==> config.mk <==
export PLATFORM = sky130hd
export DESIGN_NAME = rls_ctrl
export DESIGN_NICKNAME = d
export VERILOG_FILES = /design/src/sv/rls_pkg.sv /design/src/sv/rls_ctrl.sv
export SDC_FILE = /design/constraint.sdc
export NUM_CORES = 1
export LEC_CHECK = 0
export ABC_AREA = 1
export BUFFER_PORTS_ARGS = -buffer_cell sky130_fd_sc_hd__buf_2
export CAP_MARGIN = 20
export CORE_UTILIZATION = 35
export CTS_CLUSTER_DIAMETER = 80
export DETAILED_ROUTE_END_ITERATION = 10
export PLACE_DENSITY = 0.65
export RECOVER_POWER = 100
export SETUP_SLACK_MARGIN = 0.5
export SLEW_MARGIN = 20
export SYNTH_ARGS = -nofsm -noshare
export SYNTH_HDL_FRONTEND = slang
export SYNTH_SLANG_ARGS = --single-unit
==> constraint.sdc <==
create_clock -name clk -period 1.75 [get_ports clk]
set_clock_uncertainty 0.05 [all_clocks]
set_input_delay 0.175 -clock clk [delete_from_list [all_inputs] [get_ports clk]]
set_output_delay 0.175 -clock clk [all_outputs]
set_load 0.005 [all_outputs]
==> src/sv/rls_pkg.sv <==
`default_nettype none

package rls_pkg;

    // Default array size and right-hand-side block width
    localparam int MATRIX_SIZE  = 16;
    localparam int RHS_COLUMNS  = 4;

    // Widest index fields carried on the command bus
    localparam int IDX_W        = 6;
    localparam int CIDX_W       = 4;

    localparam int CHECK_PERIOD = 5;
    localparam int DIV_STEPS    = 33;

    localparam int LIMIT_W      = 8;
    localparam int TOL_W        = 31;
    localparam int CFG_W        = 31;
    localparam int CFG_IDX_W    = 1;

    localparam logic [LIMIT_W-1:0] LIMIT_RESET = 8'd15;
    localparam logic [TOL_W-1:0]   TOL_RESET   = 31'd1;

    localparam logic [CFG_IDX_W-1:0] CFG_LIMIT = 1'b0;
    localparam logic [CFG_IDX_W-1:0] CFG_TOL   = 1'b1;

    localparam logic [1:0] MODE_A     = 2'd0;
    localparam logic [1:0] MODE_B     = 2'd1;
    localparam logic [1:0] MODE_SOLVE = 2'd2;

    typedef enum logic [4:0] {
        OP_NOP,
        OP_LOAD,
        OP_START,
        OP_NORM_RD,
        OP_NORM_ACC,
        OP_DIV_START,
        OP_DIV_STEP,
        OP_DIV_END,
        OP_INIT_RD,
        OP_INIT_MUL,
        OP_INIT_WB,
        OP_RES_BRD,
        OP_RES_BLD,
        OP_RES_RD,
        OP_RES_MUL,
        OP_RES_ACC,
        OP_RES_WB,
        OP_UPD_RD,
        OP_UPD_MUL,
        OP_UPD_WB,
        OP_CONV,
        OP_OUT_RD,
        OP_OUT_LD
    } dp_op_t;

    typedef struct packed {
        dp_op_t            op;
        logic [IDX_W-1:0]  r;
        logic [IDX_W-1:0]  k;
        logic [CIDX_W-1:0] c;
        logic              first;
        logic              last;
    } dp_cmd_t;

    typedef struct packed {
        logic peak_below;
        logic out_taken;
    } dp_sts_t;

endpackage

`default_nettype wire

==> src/sv/rls_ctrl.sv <==
`default_nettype none

module rls_ctrl #(
    parameter int MATRIX_SIZE = rls_pkg::MATRIX_SIZE,
    parameter int RHS_COLUMNS = rls_pkg::RHS_COLUMNS
) (
    input  wire logic                          clk,
    input  wire logic                          rst_n,
    input  wire logic                          in_valid,
    output logic                               in_ready,
    input  wire logic [1:0]                    mode,
    input  wire logic                          cfg_wen,
    input  wire logic [rls_pkg::CFG_IDX_W-1:0] cfg_index,
    input  wire logic [rls_pkg::CFG_W-1:0]     cfg_data,
    input  wire rls_pkg::dp_sts_t              sts,
    output rls_pkg::dp_cmd_t                   cmd
);

    localparam int NW  = $clog2(MATRIX_SIZE);
    localparam int CW  = (RHS_COLUMNS > 1) ? $clog2(RHS_COLUMNS) : 1;
    localparam int DCW = $clog2(rls_pkg::DIV_STEPS);

    typedef enum logic [21:0] {
        S_IDLE     = 22'h000001,
        S_NORM_RD  = 22'h000002,
        S_NORM_ACC = 22'h000004,
        S_DIV_ST   = 22'h000008,
        S_DIV_STEP = 22'h000010,
        S_DIV_END  = 22'h000020,
        S_INIT_RD  = 22'h000040,
        S_INIT_MUL = 22'h000080,
        S_INIT_WB  = 22'h000100,
        S_RES_BRD  = 22'h000200,
        S_RES_BLD  = 22'h000400,
        S_RES_RD   = 22'h000800,
        S_RES_MUL  = 22'h001000,
        S_RES_ACC  = 22'h002000,
        S_RES_WB   = 22'h004000,
        S_UPD_RD   = 22'h008000,
        S_UPD_MUL  = 22'h010000,
        S_UPD_WB   = 22'h020000,
        S_CHECK    = 22'h040000,
        S_OUT_RD   = 22'h080000,
        S_OUT_LD   = 22'h100000,
        S_OUT_WAIT = 22'h200000
    } state_t;

    state_t                       state_reg, state_next;
    logic [NW-1:0]                r_reg, r_next;
    logic [NW-1:0]                k_reg, k_next;
    logic [CW-1:0]                c_reg, c_next;
    logic [DCW-1:0]               div_reg, div_next;
    logic [rls_pkg::LIMIT_W-1:0]  limit_reg;
    logic [rls_pkg::LIMIT_W-1:0]  done_reg, done_next, done_inc;
    logic [2:0]                   batch_reg, batch_next, batch_inc;
    logic                         pass0_reg, pass0_next;
    logic                         last_r, last_c, last_k, rc_end;
    logic [NW-1:0]                r_adv;
    logic [CW-1:0]                c_adv;

    assign last_r = (r_reg == NW'(MATRIX_SIZE - 1));
    assign last_k = (k_reg == NW'(MATRIX_SIZE - 1));
    assign last_c = (c_reg == CW'(RHS_COLUMNS - 1));
    assign rc_end = last_r && last_c;
    // Row-major walk over the solution block: column fastest
    assign c_adv  = last_c ? '0 : c_reg + CW'(1);
    assign r_adv  = last_c ? (last_r ? '0 : r_reg + NW'(1)) : r_reg;
    assign done_inc  = done_reg + 8'd1;
    assign batch_inc = batch_reg + 3'd1;

    always_comb
    begin
        state_next = state_reg;
        r_next     = r_reg;
        k_next     = k_reg;
        c_next     = c_reg;
        div_next   = div_reg;
        done_next  = done_reg;
        batch_next = batch_reg;
        pass0_next = pass0_reg;
        in_ready   = 1'b0;
        cmd.op     = rls_pkg::OP_NOP;
        cmd.r      = rls_pkg::IDX_W'(r_reg);
        cmd.k      = rls_pkg::IDX_W'(k_reg);
        cmd.c      = rls_pkg::CIDX_W'(c_reg);
        cmd.first  = 1'b0;
        cmd.last   = 1'b0;
        case (state_reg)
            S_IDLE:
            begin
                in_ready = 1'b1;
                if (in_valid)
                begin
                    if (mode == rls_pkg::MODE_SOLVE)
                    begin
                        cmd.op     = rls_pkg::OP_START;
                        r_next     = '0;
                        k_next     = '0;
                        c_next     = '0;
                        state_next = S_NORM_RD;
                    end
                    else
                    begin
                        cmd.op = rls_pkg::OP_LOAD;
                    end
                end
            end
            S_NORM_RD:
            begin
                cmd.op     = rls_pkg::OP_NORM_RD;
                state_next = S_NORM_ACC;
            end
            S_NORM_ACC:
            begin
                cmd.op    = rls_pkg::OP_NORM_ACC;
                cmd.first = (k_reg == '0);
                cmd.last  = last_k;
                if (last_k)
                begin
                    k_next = '0;
                    if (last_r)
                    begin
                        r_next     = '0;
                        state_next = S_DIV_ST;
                    end
                    else
                    begin
                        r_next     = r_reg + NW'(1);
                        state_next = S_NORM_RD;
                    end
                end
                else
                begin
                    k_next     = k_reg + NW'(1);
                    state_next = S_NORM_RD;
                end
            end
            S_DIV_ST:
            begin
                cmd.op     = rls_pkg::OP_DIV_START;
                div_next   = '0;
                state_next = S_DIV_STEP;
            end
            S_DIV_STEP:
            begin
                // The only set bit of the dividend enters on the first step
                cmd.op    = rls_pkg::OP_DIV_STEP;
                cmd.first = (div_reg == '0);
                if (div_reg == DCW'(rls_pkg::DIV_STEPS - 1))
                begin
                    state_next = S_DIV_END;
                end
                else
                begin
                    div_next = div_reg + DCW'(1);
                end
            end
            S_DIV_END:
            begin
                cmd.op     = rls_pkg::OP_DIV_END;
                state_next = S_INIT_RD;
            end
            S_INIT_RD:
            begin
                cmd.op     = rls_pkg::OP_INIT_RD;
                state_next = S_INIT_MUL;
            end
            S_INIT_MUL:
            begin
                cmd.op     = rls_pkg::OP_INIT_MUL;
                state_next = S_INIT_WB;
            end
            S_INIT_WB:
            begin
                cmd.op = rls_pkg::OP_INIT_WB;
                r_next = r_adv;
                c_next = c_adv;
                if (rc_end)
                begin
                    pass0_next = 1'b1;
                    state_next = S_RES_BRD;
                end
                else
                begin
                    state_next = S_INIT_RD;
                end
            end
            S_RES_BRD:
            begin
                cmd.op     = rls_pkg::OP_RES_BRD;
                cmd.first  = (r_reg == '0) && (c_reg == '0);
                state_next = S_RES_BLD;
            end
            S_RES_BLD:
            begin
                cmd.op     = rls_pkg::OP_RES_BLD;
                k_next     = '0;
                state_next = S_RES_RD;
            end
            S_RES_RD:
            begin
                cmd.op     = rls_pkg::OP_RES_RD;
                state_next = S_RES_MUL;
            end
            S_RES_MUL:
            begin
                cmd.op     = rls_pkg::OP_RES_MUL;
                state_next = S_RES_ACC;
            end
            S_RES_ACC:
            begin
                cmd.op = rls_pkg::OP_RES_ACC;
                if (last_k)
                begin
                    k_next     = '0;
                    state_next = S_RES_WB;
                end
                else
                begin
                    k_next     = k_reg + NW'(1);
                    state_next = S_RES_RD;
                end
            end
            S_RES_WB:
            begin
                cmd.op = rls_pkg::OP_RES_WB;
                r_next = r_adv;
                c_next = c_adv;
                if (rc_end)
                begin
                    if (pass0_reg)
                    begin
                        pass0_next = 1'b0;
                        done_next  = '0;
                        batch_next = '0;
                        state_next = (limit_reg == '0) ? S_OUT_RD : S_UPD_RD;
                    end
                    else
                    begin
                        state_next = S_CHECK;
                    end
                end
                else
                begin
                    state_next = S_RES_BRD;
                end
            end
            S_UPD_RD:
            begin
                cmd.op     = rls_pkg::OP_UPD_RD;
                state_next = S_UPD_MUL;
            end
            S_UPD_MUL:
            begin
                cmd.op     = rls_pkg::OP_UPD_MUL;
                state_next = S_UPD_WB;
            end
            S_UPD_WB:
            begin
                cmd.op = rls_pkg::OP_UPD_WB;
                r_next = r_adv;
                c_next = c_adv;
                state_next = rc_end ? S_RES_BRD : S_UPD_RD;
            end
            S_CHECK:
            begin
                // Count the update just finished; test residual at batch end or limit
                done_next = done_inc;
                if ((batch_inc == 3'(rls_pkg::CHECK_PERIOD)) || (done_inc == limit_reg))
                begin
                    batch_next = '0;
                    if (sts.peak_below)
                    begin
                        cmd.op     = rls_pkg::OP_CONV;
                        state_next = S_OUT_RD;
                    end
                    else if (done_inc == limit_reg)
                    begin
                        state_next = S_OUT_RD;
                    end
                    else
                    begin
                        state_next = S_UPD_RD;
                    end
                end
                else
                begin
                    batch_next = batch_inc;
                    state_next = S_UPD_RD;
                end
            end
            S_OUT_RD:
            begin
                cmd.op     = rls_pkg::OP_OUT_RD;
                state_next = S_OUT_LD;
            end
            S_OUT_LD:
            begin
                cmd.op     = rls_pkg::OP_OUT_LD;
                cmd.last   = rc_end;
                state_next = S_OUT_WAIT;
            end
            S_OUT_WAIT:
            begin
                if (sts.out_taken)
                begin
                    r_next = r_adv;
                    c_next = c_adv;
                    state_next = rc_end ? S_IDLE : S_OUT_RD;
                end
            end
            default:
            begin
                state_next = S_IDLE;
            end
        endcase
    end

    always_ff @(posedge clk or negedge rst_n)
    begin
        if (!rst_n)
        begin
            state_reg <= S_IDLE;
            r_reg     <= '0;
            k_reg     <= '0;
            c_reg     <= '0;
            div_reg   <= '0;
            done_reg  <= '0;
            batch_reg <= '0;
            pass0_reg <= 1'b0;
            limit_reg <= rls_pkg::LIMIT_RESET;
        end
        else
        begin
            state_reg <= state_next;
            r_reg     <= r_next;
            k_reg     <= k_next;
            c_reg     <= c_next;
            div_reg   <= div_next;
            done_reg  <= done_next;
            batch_reg <= batch_next;
            pass0_reg <= pass0_next;
            if (cfg_wen && (cfg_index == rls_pkg::CFG_LIMIT))
            begin
                limit_reg <= cfg_data[rls_pkg::LIMIT_W-1:0];
            end
        end
    end

endmodule

`default_nettype wire

Word-level counts from Yosys, hierarchy flattened
Index checks and enable logic that the tools add are counted.
{ "op_classes": {"addsub": 6, "eq_ne": 38, "muxes": 51, "n_bitwise": 1, "n_reduce_logical": 24} }
{ "op_table": {"columns": ["cell", "count"], "rows": [
  ["case mux 22 bit (22 select lines)", 1],
  ["2-to-1 mux 22 bit", 7],
  ["case mux 5 bit (21 select lines)", 1],
  ["2-to-1 mux 20 bit", 5],
  ["2-to-1 mux 4 bit", 8],
  ["== test 22 x 1 -> 1 bit (second input constant)", 1],
  ["== test 22 x 10 -> 1 bit (second input constant)", 1],
  ["== test 22 x 11 -> 1 bit (second input constant)", 1],
  ["== test 22 x 12 -> 1 bit (second input constant)", 1],
  ["== test 22 x 13 -> 1 bit (second input constant)", 1],
  ["== test 22 x 14 -> 1 bit (second input constant)", 1],
  ["== test 22 x 15 -> 1 bit (second input constant)", 1],
  ["== test 22 x 16 -> 1 bit (second input constant)", 1],
  ["== test 22 x 17 -> 1 bit (second input constant)", 1],
  ["== test 22 x 18 -> 1 bit (second input constant)", 1],
  ["== test 22 x 19 -> 1 bit (second input constant)", 1],
  ["== test 22 x 2 -> 1 bit (second input constant)", 1],
  ["== test 22 x 20 -> 1 bit (second input constant)", 1],
  ["== test 22 x 21 -> 1 bit (second input constant)", 1],
  ["== test 22 bit (second input constant)", 1],
  ["== test 22 x 3 -> 1 bit (second input constant)", 1],
  ["== test 22 x 4 -> 1 bit (second input constant)", 1],
  ["== test 22 x 5 -> 1 bit (second input constant)", 1],
  ["== test 22 x 6 -> 1 bit (second input constant)", 1],
  ["47 further kinds", 79]
]} }
{ "word_totals": {"ff_bits": 58, "inputBits": 40, "out_inout_bits": 24, "elab_cells": 129} }

Logic depth before layout (Yosys ltp)
{ "logic_depth": {"ltp_word": 6, "mapped_depth": 15, "depth_no_buf": 15} }

Worst setup path after synthesis
OpenSTA, ideal clock, no wires.
{ "synth_timing": {"kind": "register to output", "start": "reg done_reg[0] (netlist bit)", "end": "out cmd[20] (netlist bit)", "arrival_ps": 1488, "setup_slack_ps": 37, "path_stages_with_launch": 12, "cell_sequence": "dfrtp_1 -> ha_1 -> nand3_1 -> nor2_1 -> nand2_1 -> nand3_1 -> nand2_1 -> nor2_1 -> nand3_1 -> nand2_1 -> nand3_1 -> nand4_1"} }
{ "synth_rtl": {"columns": ["element", "line_no", "text"], "rows": [
  ["start, declared", "rls_ctrl.sv:54", "logic [rls_pkg::LIMIT_W-1:0] done_reg, done_next, done_inc;"],
  ["start signal, assigned", "rls_ctrl.sv:340", "done_reg <= done_next;"],
  ["end, declared", "rls_ctrl.sv:16", "output rls_pkg::dp_cmd_t cmd"]
]} }

==> results.tsv <==
metric	value	unit
Int Power	3.70	mW
Worst Hold Depth	3	
reg-to-reg slack, setup	-570	ps
HP Start	cfg_data[0]	
WP data arrival	2100	ps
synth unique cells	42	
gr ovfl total	0	
combinational power share	44.1	%
CTS H-tree lvls	3	
first-pass GRT wire length	21700	um
peak supply drop	498	uV
final wirelength	15700	um
GRT Max-Usage Layer	met2	
status	finished, violations left	
Rel. slew slack	17.4	%
Layout area overhead	72.2	%
most frequent cell after synthesis	nand2_1	
Synth area leaders	dfrtp_1 33%, nand2_1 9.4%, nand3_1 7.8%	
CTS tree	built	
power share of the clock group	30.6	%
Tightest Pin Transition	1240	ps
cell area power density	846	mW/mm^2
Final ANT Viol Nets	0	
commonest register cell after synthesis	dfrtp_1	
Initial Util	36.4	%
Ys Warns	0	
antenna cells	0	
Clock Path Buffers	2	
Synth Register Bits	58	
number of port buffers	34	
WL/cell	17.6	um
clk_lat worst skew	350	ps
maxcap violations	0	
die area	0.0118	mm^2
Inst Count DP	812	
Synth top area share	33.2	%
# IOs	64	
Core Region	0.0110	mm^2
Post-synth top cells	100 x nand2_1, 79 x inv_1, 65 x nor2_1	
setup TNS	-15890	ps
routed vias/inst	5.38	
register share of total power	25.3	%
GP Congestion	0.904	
period utilization	133	%
height of the die	109	um
Critical Path Fanout Max	6	
drt initial violations	358	
Async SR Flop Fraction	100	%
CP required	1520	ps
M2 GR Usage	40.6	%
Final Hold Viols	0	
max reg flops	22	
Seq/Total Area, Yosys	36.5	%
drt drc	0	
met3 GRT Util	5.56	%
largest net degree at the start of global routing	24	
synthesized cell area	0.00400	mm^2
Global Route Usage Sum	24.0	%
Hold EP	limit_reg[0]$_DFFE_PN1P_	
crit start category	register	
worst hold path class	in -> reg	
fin area	0.00688	mm^2
clk root buf	clkbuf_16	
layout cells sized above 1	54.7	%
R2R depth	18	
DP Area	0.00513	mm^2
Vias	4811	
reg2reg end	batch_reg[1]$_DFFE_PN0P_	
Sw Share	36.4	%
Final min period	2330	ps
Clock Sinks	58	
setup violators final	44	
CP endpoint kind	output pin	
FP Rows	38	
total CTS buffers	9	
Max Transition Viols Final	0	
EDFF count, synth	0	
cell taking the most area after synthesis	dfrtp_1	
Leakage	3.48	nW
failing checks	negative setup slack	
met1 Use GR	29.3	%
antenna violations before repair	0	
Cells after Synth	547	
kind of critical path	reg -> out	
Sw Pwr	2.12	mW
clk slew on worst S/H paths	60	ps
DP Wirelength	8610	um
Crit Reg-Reg Startpoint	done_reg[1]$_DFFE_PN0P_	
Avg Cell Area, Syn	7.31	um^2
number of global-route vias before repair	4513	
router iterations before antenna repair	5	
unrepaired setup endpoints after global routing	yes	
Final #Nets	801	
FMAX	430	MHz
chip width	109	um
worst setup margin	-576	ps
final std cells w/o fill	895	
cell type report:
type | count | area (um^2)
Clock inverter | 2 | 10.0
Inverter | 96 | 407
Multi-Input combinational cell | 389 | 2950
Fill cell | 794 | 4100
Tap cell | 140 | 175
Sequential cell | 58 | 1460
Timing Repair Buffer | 196 | 1600
Clock buffer | 14 | 284
per-stage QoR:
stage	util (%)	hold WS (ps)	setup WS [ps]	total power, mW
finish	62.7	16.3	-576	5.82
global route	62.7	50.8	-694	6.01
CTS	57.0	11.8	-492	5.21
detailed placement	46.7	137	-260	3.02
global placement	46.7	122	-179	2.99
floorplan	-	-171	91.1	2.41
layer usage:
| metal | vias to the layer above | part of all wire, % | routed length (um) |
|---|---|---|---|
| li1 | 2157 | - | - |
| met1 | 2301 | 39 | 6050 |
| met2 | 254 | 49 | 7750 |
| met3 | 99 | 6.4 | 1010 |
| met4 | 0 | 5.7 | 891 |
| met5 | - | 0 | 0 |
how the worst max path moves through the flow:
stage	start	endpoint	slack [ps]
after floorplan	state_reg[12]$_DFFE_PN0P_	state_reg[19]$_DFFE_PN0P_	90
after global placement	done_reg[0]$_DFFE_PN0P_	cmd[20]	-180
after detailed placement	done_reg[0]$_DFFE_PN0P_	cmd[20]	-260
after CTS	done_reg[0]$_DFFE_PN0P_	cmd[20]	-490
after global routing	done_reg[1]$_DFFE_PN0P_	cmd[20]	-690
final	done_reg[2]$_DFFE_PN0P_	cmd[20]	-580
critical path, stage by stage (launching register included):
cell	delay (ps)
dfrtp_2	440
nand2_1	80
nor2_1	60
buf_4	160
buf_6	110
nand2_2	50
nand3_2	60
nand2_2	80
nand2_1	50
nor2_1	120
nand3_2	120
nand2_2	120
nand3_4	90
nand4_1	80
buf_2	120
power by group through the flow:
stage	sequential, mW	clock (mW)	combinational (mW)
after global placement	1.49	0	1.50
after detailed placement	1.49	0	1.53
after global routing	1.48	1.84	2.69
after CTS	1.47	1.77	1.97
final	1.47	1.78	2.57
after floorplan	1.50	0	0.914
what timing repair did:
item,4_1_cts,5_1_grt
buffers inserted,36,30
hold buffers,1,0
pin swaps,62,62
gates resized for setup,144,114
endpoints found under the hold margin,16,0
cloned,0,0
endpoints found under the setup margin,58,60
cells by family after synthesis:
| kind of cell | count (synthesis) | synth area share [%] |
|---|---|---|
| DFF | 58 | 36.5 |
| adders and majority gates | 11 | 3.44 |
| AOI/OAI and AO/OA | 56 | 7.86 |
| buffers and inverters | 105 | 11.0 |
| other | 1 | 0.0938 |
| xor gates and xnor gates | 9 | 1.97 |
| and+or+nand+nor | 307 | 39.2 |
cells in the final DEF, fill, tap and decap left out, types with 24 or more instances in the layout:
| master | n |
|---|---|
| nand2_1 | 68 |
| dfrtp_1 | 50 |
| nand2_2 | 30 |
| inv_1 | 64 |
| nor2_1 | 38 |
| nand3_2 | 25 |
| nor2_4 | 24 |
| nand3_1 | 35 |
| buf_2 | 28 |
| buf_4 | 102 |
| buf_6 | 50 |
(Power assumes the default switching activity.)
